`src/rtl/rde_pkg.sv`:
```
// Shared types, constants and the radix divide step for the radix digit expander.
// No dependencies; used by radix_digit_expander and rde_checker.
package rde_pkg;

    localparam int VALUE_W    = 63;
    localparam int RADIX_W    = 4;
    localparam int DIGIT_W    = 4;
    localparam int CHAR_W     = 6;
    localparam int POS_W      = 6;
    localparam int STEP_BITS  = 4;

    localparam logic [RADIX_W-1:0] RADIX_RESET = 4'd10;
    localparam logic [RADIX_W-1:0] RADIX_MIN   = 4'd2;
    localparam logic [RADIX_W-1:0] RADIX_MAX   = 4'd10;
    localparam logic [CHAR_W-1:0]  ASCII_ZERO  = 6'd48;

    typedef enum logic [1:0] {
        ST_IDLE,
        ST_COUNT,
        ST_EMIT,
        ST_DELIVER
    } rde_state_t;

    typedef struct packed {
        logic [DIGIT_W-1:0]   rem;
        logic [STEP_BITS-1:0] qbits;
    } div_step_t;

    // Four restoring steps of long division by a small base.
    // Remainder in stays below base, so five bits hold every partial value.
    function automatic div_step_t div_step(
        input logic [DIGIT_W-1:0]   rem,
        input logic [STEP_BITS-1:0] nib,
        input logic [RADIX_W-1:0]   base
    );
        div_step_t          res;
        logic [DIGIT_W:0]   r;
        r         = {1'b0, rem};
        res.qbits = '0;
        for (int i = STEP_BITS - 1; i >= 0; i--)
        begin
            r = {r[DIGIT_W-1:0], nib[i]};
            if (r >= {1'b0, base})
            begin
                r            = r - {1'b0, base};
                res.qbits[i] = 1'b1;
            end
        end
        res.rem = r[DIGIT_W-1:0];
        return res;
    endfunction

endpackage

```
`src/rtl/radix_digit_expander.sv`:
```
// Radix digit expander top level: sequencer around one shared divide-by-base step.
// Depends on rde_pkg.
//
// Usage:
//   Input channel (in_valid / in_stall / value) takes one non-negative integer.
//   Output channel (out_valid / out_stall / digit, digit_char, position, last,
//   magnitude) returns one transfer per digit, least significant first; last
//   marks the most significant digit. A zero value gives one digit 0 with
//   magnitude 0. cfg_wr_en / cfg_wr_data write the radix (0,1 act as 2;
//   11..15 act as 10); write it only while the block is idle.
//   Timing: the divide step retires 4 dividend bits per cycle; one division
//   covers NCHUNK = ceil(VALUE_BITS/4) chunks (16 at the default). A value with
//   M digits first runs M divisions to count digits, then M more to emit them,
//   each digit then being loaded into the output register. in_stall stays
//   high from the input transfer until the last digit is loaded into the
//   output register.
//   Reset clears the sequencer and output valid and sets the radix to 10.
//   A stalled output holds its digit; the divider waits until the output
//   register frees up.
module radix_digit_expander #(
    parameter int VALUE_BITS = 63
) (
    input  logic                          clk,
    input  logic                          rst_n,
    input  logic                          cfg_wr_en,
    input  logic [rde_pkg::RADIX_W-1:0]   cfg_wr_data,
    input  logic                          in_valid,
    output logic                          in_stall,
    input  logic [rde_pkg::VALUE_W-1:0]   value,
    output logic                          out_valid,
    input  logic                          out_stall,
    output logic [rde_pkg::DIGIT_W-1:0]   digit,
    output logic [rde_pkg::CHAR_W-1:0]    digit_char,
    output logic [rde_pkg::POS_W-1:0]     position,
    output logic                          last,
    output logic [rde_pkg::POS_W-1:0]     magnitude
);
    import rde_pkg::*;

    localparam int NCHUNK = (VALUE_BITS + STEP_BITS - 1) / STEP_BITS;
    localparam int DW     = NCHUNK * STEP_BITS;
    localparam int CNT_W  = $clog2(NCHUNK);

    rde_state_t          state_reg, state_next;
    logic [RADIX_W-1:0]  radix_reg;
    logic [RADIX_W-1:0]  base_reg, base_next;
    logic [DW-1:0]       x_reg, x_next;
    logic [DW-1:0]       t_reg, t_next;
    logic [DIGIT_W-1:0]  rem_reg, rem_next;
    logic [CNT_W-1:0]    cnt_reg, cnt_next;
    logic [POS_W-1:0]    mag_reg, mag_next;
    logic [POS_W-1:0]    pos_reg, pos_next;

    logic                out_valid_reg, out_valid_next;
    logic [DIGIT_W-1:0]  digit_reg, digit_next;
    logic [POS_W-1:0]    position_reg, position_next;
    logic                last_reg, last_next;
    logic [POS_W-1:0]    magnitude_reg, magnitude_next;

    div_step_t           step;
    logic [DW-1:0]       t_shift;
    logic [DW-1:0]       in_val;
    logic [RADIX_W-1:0]  eff_base;
    logic                div_done;
    logic                slot_free;
    logic                is_last;

    always_comb
    begin
        if (radix_reg < RADIX_MIN)
            eff_base = RADIX_MIN;
        else if (radix_reg > RADIX_MAX)
            eff_base = RADIX_MAX;
        else
            eff_base = radix_reg;
    end

    assign in_val    = DW'(value[VALUE_BITS-1:0]);
    assign step      = div_step(rem_reg, t_reg[DW-1 -: STEP_BITS], base_reg);
    assign t_shift   = {t_reg[DW-STEP_BITS-1:0], step.qbits};
    assign div_done  = (cnt_reg == CNT_W'(NCHUNK - 1));
    assign slot_free = !out_valid_reg || !out_stall;
    assign is_last   = (POS_W'(pos_reg + 1'b1) == mag_reg) || (mag_reg == '0);

    always_comb
    begin
        state_next     = state_reg;
        base_next      = base_reg;
        x_next         = x_reg;
        t_next         = t_reg;
        rem_next       = rem_reg;
        cnt_next       = cnt_reg;
        mag_next       = mag_reg;
        pos_next       = pos_reg;
        out_valid_next = out_valid_reg && out_stall;
        digit_next     = digit_reg;
        position_next  = position_reg;
        last_next      = last_reg;
        magnitude_next = magnitude_reg;

        case (state_reg)
            ST_IDLE:
            begin
                if (in_valid)
                begin
                    x_next    = in_val;
                    t_next    = in_val;
                    base_next = eff_base;
                    rem_next  = '0;
                    cnt_next  = '0;
                    mag_next  = '0;
                    pos_next  = '0;
                    state_next = (in_val == '0) ? ST_DELIVER : ST_COUNT;
                end
            end
            // first pass: count divisions until the quotient is zero
            ST_COUNT:
            begin
                t_next   = t_shift;
                rem_next = step.rem;
                cnt_next = CNT_W'(cnt_reg + 1'b1);
                if (div_done)
                begin
                    cnt_next = '0;
                    rem_next = '0;
                    mag_next = POS_W'(mag_reg + 1'b1);
                    if (t_shift == '0)
                    begin
                        t_next     = x_reg;
                        state_next = ST_EMIT;
                    end
                end
            end
            ST_EMIT:
            begin
                t_next   = t_shift;
                rem_next = step.rem;
                cnt_next = CNT_W'(cnt_reg + 1'b1);
                if (div_done)
                begin
                    cnt_next   = '0;
                    state_next = ST_DELIVER;
                end
            end
            ST_DELIVER:
            begin
                if (slot_free)
                begin
                    out_valid_next = 1'b1;
                    digit_next     = rem_reg;
                    position_next  = pos_reg;
                    last_next      = is_last;
                    magnitude_next = mag_reg;
                    pos_next       = POS_W'(pos_reg + 1'b1);
                    rem_next       = '0;
                    state_next     = is_last ? ST_IDLE : ST_EMIT;
                end
            end
            default:
            begin
                state_next = ST_IDLE;
            end
        endcase
    end

    always_ff @(posedge clk or negedge rst_n)
    begin
        if (!rst_n)
        begin
            state_reg     <= ST_IDLE;
            radix_reg     <= RADIX_RESET;
            out_valid_reg <= 1'b0;
        end
        else
        begin
            state_reg     <= state_next;
            out_valid_reg <= out_valid_next;
            if (cfg_wr_en)
                radix_reg <= cfg_wr_data;
        end
    end

    always_ff @(posedge clk)
    begin
        base_reg      <= base_next;
        x_reg         <= x_next;
        t_reg         <= t_next;
        rem_reg       <= rem_next;
        cnt_reg       <= cnt_next;
        mag_reg       <= mag_next;
        pos_reg       <= pos_next;
        digit_reg     <= digit_next;
        position_reg  <= position_next;
        last_reg      <= last_next;
        magnitude_reg <= magnitude_next;
    end

    assign in_stall   = (state_reg != ST_IDLE);
    assign out_valid  = out_valid_reg;
    assign digit      = digit_reg;
    assign digit_char = CHAR_W'(ASCII_ZERO + CHAR_W'(digit_reg));
    assign position   = position_reg;
    assign last       = last_reg;
    assign magnitude  = magnitude_reg;

endmodule

```
`config.mk`:
```
export PLATFORM = sky130hd
export DESIGN_NAME = radix_digit_expander
export DESIGN_NICKNAME = d
export VERILOG_FILES = /design/src/rtl/rde_pkg.sv /design/src/rtl/radix_digit_expander.sv
export SDC_FILE = /design/constraint.sdc
export NUM_CORES = 1
export LEC_CHECK = 0
export BUFFER_PORTS_ARGS = -buffer_cell sky130_fd_sc_hd__clkbuf_2
export CORE_ASPECT_RATIO = 0.6
export CORE_MARGIN = 5
export CORE_UTILIZATION = 55
export CTS_BUF_LIST = sky130_fd_sc_hd__clkbuf_4 sky130_fd_sc_hd__clkbuf_8
export DETAILED_ROUTE_END_ITERATION = 10
export PLACE_DENSITY = 0.88
export SLEW_MARGIN = 15
export SYNTH_ARGS = -nofsm -noshare
export SYNTH_HDL_FRONTEND = slang
export SYNTH_SLANG_ARGS = --single-unit
```
`constraint.sdc`:
```
create_clock -name clk -period 6.2 [get_ports clk]
set_input_delay 0.31 -clock clk [delete_from_list [all_inputs] [get_ports clk]]
set_output_delay 0.31 -clock clk [all_outputs]
set_load 0.02 [all_outputs]
```
==> results of run 1 <==
==> worst max path at each step <==
stage | start | end | slack (ns) | depth (start not counted)
2_1_floorplan | base_reg[1] | t_reg[63] | 0.006 | 31
3_3_place_gp | t_reg[63] | t_reg[55] | 0.10 | 30
3_5_place_dp | base_reg[0] | t_reg[55] | -0.29 | 29
4_1_cts | base_reg[0] | t_reg[34] | 0.02 | 29
5_1_grt | t_reg[63] | t_reg[55] | -0.17 | 30
6_report | t_reg[63] | t_reg[55] | 0.08 | 30
==> synth_stat cells (all sizes together), types with 2 or more instances <==
cell	number	area, um2
a211oi	4	35.0
a21boi	61	462
a21o	2	15.0
a21oi	12	82.6
a221oi	2	35.0
a31oi	2	12.5
and2	13	81.3
and3	7	48.8
buf	21	206
clkbuf	16	60.1
dfrtp	5	125
dfstp	2	52.6
edfxtp	168	5040
fa	4	80.1
ha	27	338
inv	20	75.1
mux2	9	101
mux2i	6	60.1
nand2	10	40.0
nand2b	2	12.5
nand3	8	45.0
nand4	7	43.8
nor2	83	312
nor2b	13	81.3
nor3	3	15.0
nor4	30	188
o211ai	3	32.5
o21a	2	15.0
o21ai	12	60.1
o2bb2ai	59	548
or3	2	12.5
or4	3	22.5
xnor2	13	114
xor2	10	87.6
==> through the flow <==
step	hold slack (ns)	TNS, ns	instance area [um2]	cells
global placement	0.155	0	9380	938
CTS	0.0206	0	9900	978
global route	0.0253	-7.82	10300	995
finish	0.0409	0	10300	995
detailed placement	0.174	-10.81	9380	938
floorplan	0.0144	0	8670	654
==> routing by layer <==
| metal | wire length, um | vias to the layer above | GRT usage [%] |
|---|---|---|---|
| met5 | 0 | - | 0 |
| met3 | 2550 | 46 | 6.34 |
| met1 | 9470 | 3037 | 35.1 |
| met2 | 10300 | 378 | 35.9 |
| li1 | - | 2742 | - |
| met4 | 422 | 0 | 6.39 |
==> layout by cell type (no fill, tap or decap), drive strengths merged, types with 2 or more instances in the layout <==
cell and instances:
nor3 3, o2bb2ai 59, xnor2 13, mux2i 6, nand4 7, a21o 2, a21boi 61, nor2 83
clkbuf 114, nor2b 13, mux2 9, a211oi 4, xor2 10, a221oi 2, edfxtp 168, nand2b 2
or3 2, or4 3, dfrtp 5, buf 45, clkinv 7, o21ai 12, ha 27, conb 2
inv 28, and2 13, o211ai 3, fa 4, nand3 8, nor4 30, a31oi 2, a21oi 12
and3 7, dfstp 2, nand2 10, o21a 2
==> cell type report <==
type | count | area, um2
inverters | 20 | 80.1
multi-input cells | 422 | 3330
clock inverters | 15 | 184
repair buffers | 143 | 983
well taps | 203 | 254
clock buffers | 17 | 234
fillers | 1029 | 5080
flip-flops and latches | 175 | 5220
==> worst max-delay path, delay by kind of cell, from the launching register on <==
kind / cells / cell delay [ns]
AOI/OAI and AO/OA: 11 / 1.88
xor gates and xnor gates: 1 / 0.19
adders and majority gates: 5 / 1.33
buffers and inverters: 5 / 0.63
DFF: 1 / 0.38
muxes: 2 / 0.56
and+or+nand+nor: 6 / 0.99
==> kinds of logic (layout without fill, tap and decap cells) <==
kind of cell             after synthesis  count (layout)  share of synthesized area, %
multiplexers                          15              15                          1.87
other                                  1               2                        0.0434
AND/OR/NAND/NOR                      186             186                          10.9
adder cells (fa/ha/maj)               31              31                          4.83
XOR/XNOR                              23              23                          2.33
AO/OA/AOI/OAI                        165             165                          15.7
flip-flops                           175             175                          60.4
buffers and inverters                 57             195                          3.95
==> timing repair <==
item | CTS | global route
hold endpoints to repair | 7 | 0
pin swaps | 2 | 14
setup endpoints to repair | 67 | 70
cloned | 1 | 3
gates resized for setup | 6 | 36
setup buffers | 6 | 13
hold buffers | 1 | 0
==> metrics.txt, run 1 <==
status=finished, final reports clean; Antenna Cells=0; startpoint types=register; # setup viols final=0; dpl ws=-0.288 ns; worst hold path depth=1; Cells after Synth=653; post-route setup slack=0.0804 ns; CTS buffer count=17; Iter 0 DRT Violations=687; top_reg_cell synth=edfxtp_1; worst skew pair latency=0.47 ns; clock-pin slew on the worst setup and hold paths=0.11 ns; Final Max Tran Viols=0; num ports=97; sequential area share after synthesis=60.4%; clock skew=0.0194 ns; synth unique cells=59; vias per cell=6.23; drt pass-1 iters=5; Tightest Pin Transition=0.901 ns; HP Start=value[17]; port bufs=94; Starting Density=56.2%; max reg flops=64; H-tree depth=4; async set or reset register ratio after synthesis=4.00%; hpwl dp=15300 um; clock sink count=175; Min-Delay Path Class=in -> reg; die area=18400 um2; Worst path max stage delay=0.41 ns; Routed Wire Length=22800 um; synthesized area per cell=13.2 um2; MaxCap Viol Count=0; Antenna Nets Post-Route=0; Die H=107 um; Cell Rows=35; DIE WIDTH=172 um; CP required=6.48 ns; Final Hold Fails=0; Final period util=98.7%; reg2reg end=t_reg[55]; CP Max Fanout=6; routability congestion estimate=0.905; synth warn=0; EDFF count, synth=168; WL/cell=22.9 um; minimum clock period=6.12 ns; Worst R2R Path Depth=30; Worst setup EP type=register; GRT Residual Overflow=0; Max Clk Rate=163 MHz; Mapped Area=8640 um2; Crit-path slowest cell=fa_1; core area=15400 um2; relative slew slack=39.4%; CTS tree=done; clock tree buffer depth=2; final core utilization=66.9%; Reg2Reg Setup Slack=0.08 ns; #FFs+latches synth=175; initial antenna violation count=0; Vias=6203; P&R area growth vs syn=19.0%; nets@finish=882; Critical R2R Launch=t_reg[63]; DRC=0; first-pass GRT wire length=33700 um; layout cells sized above 1=30.8%; vias in the first global route=6136; WP data arrival=6.40 ns; clock root cell=clkbuf_8; gr usage total=24.0%; Endpoint, Worst Hold=x_reg[17]; pin count of the biggest net entering global routing=134; critical path class=reg -> reg
Power of run 1 is left out: the tool's default activity adds up to more than one toggle a clock period on the data nets, which glitch-free logic cannot reach.
==> run 2, diff against run 1 <==
PLACE_DENSITY = 0.85   (was 0.88)
clock period = 6.95 ns   (was 6.2 ns; I/O delays follow)
==> run 2 against run 1 <==
Against the previous run:
- register-to-register slack gained 0.30 ns
- critical path depth did not move
- non-clock buffer count is 24 lower
- clock-buffer cell count up 1
- global-route usage decreased by 1.7 points
- via count is 3.8% lower
- worst setup slack improved by 0.30 ns
- cell count shrank 2.4%
- routed wire length shrank 9.4%
- first-iteration DRC count up 0.58%
==> metrics.txt, run 2 (synthesis gave the netlist of run 1 again) <==
status=finished, final reports clean; RSZ-0062 raised after global routing=false; WP data arrival=6.75 ns (+0.35 ns); Reg2Reg Setup Slack=0.38 ns (+0.30 ns); Routed Wire Length=20600 um (-9.4%); WL/cell=21.3 um (-7.2%); core area=15400 um2 (unchanged); CP Max Fanout=32 (+26); Worst R2R Path Depth=30 (unchanged); clock tree buffer depth=2 (unchanged); nets@finish=858 (-2.7%); WP buf/inv=5 (unchanged); Cell Rows=35 (unchanged); first-pass GRT wire length=31500 um (-6.6%); Crit-path slowest cell=edfxtp_1; CTS tree=done; DRC=0 (unchanged); Min-Delay Path Class=in -> reg; clock-pin slew on the worst setup and hold paths=0.10 ns (about the same); Max Clk Rate=152 MHz (-6.8%); commonest non-fill, non-tap cell in the layout=edfxtp_1; layout cells sized above 1=24.5% (-6.3 points); drt pass-1 iters=6 (+1); Tightest Pin Transition=1.03 ns (+0.127 ns); Vias=5970 (-3.8%); pin count of the biggest net entering global routing=134 (unchanged); initial antenna violation count=0 (unchanged); Worst path max stage delay=0.40 ns (about the same); dpl cell area=9290 um2 (-0.91%); worst skew pair latency=0.44 ns (-0.03 ns); MaxCap Viol Count=0 (unchanged); Worst setup EP type=register; Final Hold Fails=0 (unchanged); clock root cell=clkbuf_8; design area=9790 um2 (-4.9%); clock sink count=175 (unchanged); GR met1 Demand/Resource=35.3% (+0.28 points); Iter 0 DRT Violations=691 (+0.58%); Final period util=94.5% (-4.2 points); fillers=1142 (+11%); num ports=97 (unchanged); CP top delay family=compound AO/OA/AOI/OAI gates; Antenna Cells=0 (unchanged); # setup viols final=0 (unchanged); setup_tns=0 ns (unchanged); most frequent CP cell=ha_1; port bufs=94 (unchanged); routability congestion estimate=0.903 (-0.27%); Final Max Tran Viols=0 (unchanged); global route hottest layer=met1; Die H=107 um (unchanged); P&R area growth vs syn=13.2%; Endpoint, Worst Hold=x_reg[40]; GRT Residual Overflow=0 (unchanged); CTS buffer count=17 (unchanged); hpwl dp=14700 um (-3.9%); Antenna Nets Post-Route=0 (unchanged); startpoint types=register; die area=18400 um2 (unchanged); worst hold path depth=1 (unchanged); gr usage total=22.3% (-1.7 points); H-tree depth=4 (unchanged); GR Util met3=5.31% (-1.0 points); relative slew slack=30.8% (-8.7 points); clock skew=0.0158 ns (-0.00355 ns); vias per cell=6.15 (-1.4%); reg2reg end=t_reg[33]; HP Start=value[40]; CP required=7.14 ns (+0.66 ns); minimum clock period=6.57 ns (+0.447 ns); Critical R2R Launch=t_reg[63]; critical path class=reg -> reg; vias in the first global route=5680 (-7.4%); met2 usage=31.8% (-4.1 points); commonest cells after routing, fill and taps aside=edfxtp_1 (168), clkbuf_2 (94), nor2_1 (82), a21boi_1 (58), o2bb2ai_1 (54); DIE WIDTH=172 um (unchanged); Starting Density=56.2% (unchanged); max reg flops=64 (unchanged)
-- run 2: layout make-up --
cell class	instances	area (um2)	share of cell area [%]
Clock buffer	18	241	2.47
Clock inverter	14	134	1.37
Inverter	20	75.1	0.767
Multi-Input combinational cell	422	3130	32.0
Sequential cell	175	5220	53.4
Tap cell	203	254	2.60
Timing Repair Buffer	119	731	7.47
-- run 2: metrics by stage --
step / utilization, % / std cells / hold slack [ns] / worst slack (ns)
final: 63.7 / 971 / 0.105 / 0.384
after global routing: 63.7 / 971 / 0.0820 / 0.0132
after CTS: 63.0 / 962 / 0.0923 / 0.112
after detailed placement: 60.5 / 929 / 0.225 / 0.158
after global placement: 60.5 / 929 / 0.221 / 0.474
after floorplan: - / 654 / 0.0519 / 0.566
-- run 2: how the worst max path moves through the flow --
stage,cells after the start,start,end,slack [ns]
6_report,30,t_reg[63],t_reg[33],0.38
5_1_grt,30,t_reg[63],t_reg[29],0.01
3_3_place_gp,30,t_reg[63],t_reg[49],0.47
4_1_cts,29,rem_reg[0],t_reg[33],0.11
2_1_floorplan,32,base_reg[1],t_reg[63],0.57
3_5_place_dp,29,rem_reg[0],t_reg[25],0.16
-- run 2: repair_timing --
| item | in CTS | in global routing |
|---|---|---|
| gates resized for setup | 0 | 6 |
| hold endpoints to repair | 7 | 0 |
| hold buffers | 1 | 0 |
| buffers inserted | 0 | 8 |
| endpoints found under the setup margin | 0 | 70 |
-- run 2: metal layers --
layer | wire [um] | share of wire [%]
met2 | 9020 | 44
met4 | 138 | 0.67
met5 | 0 | 0
met1 | 9450 | 46
met3 | 2040 | 9.9
Power of run 2 is left out for the same reason.
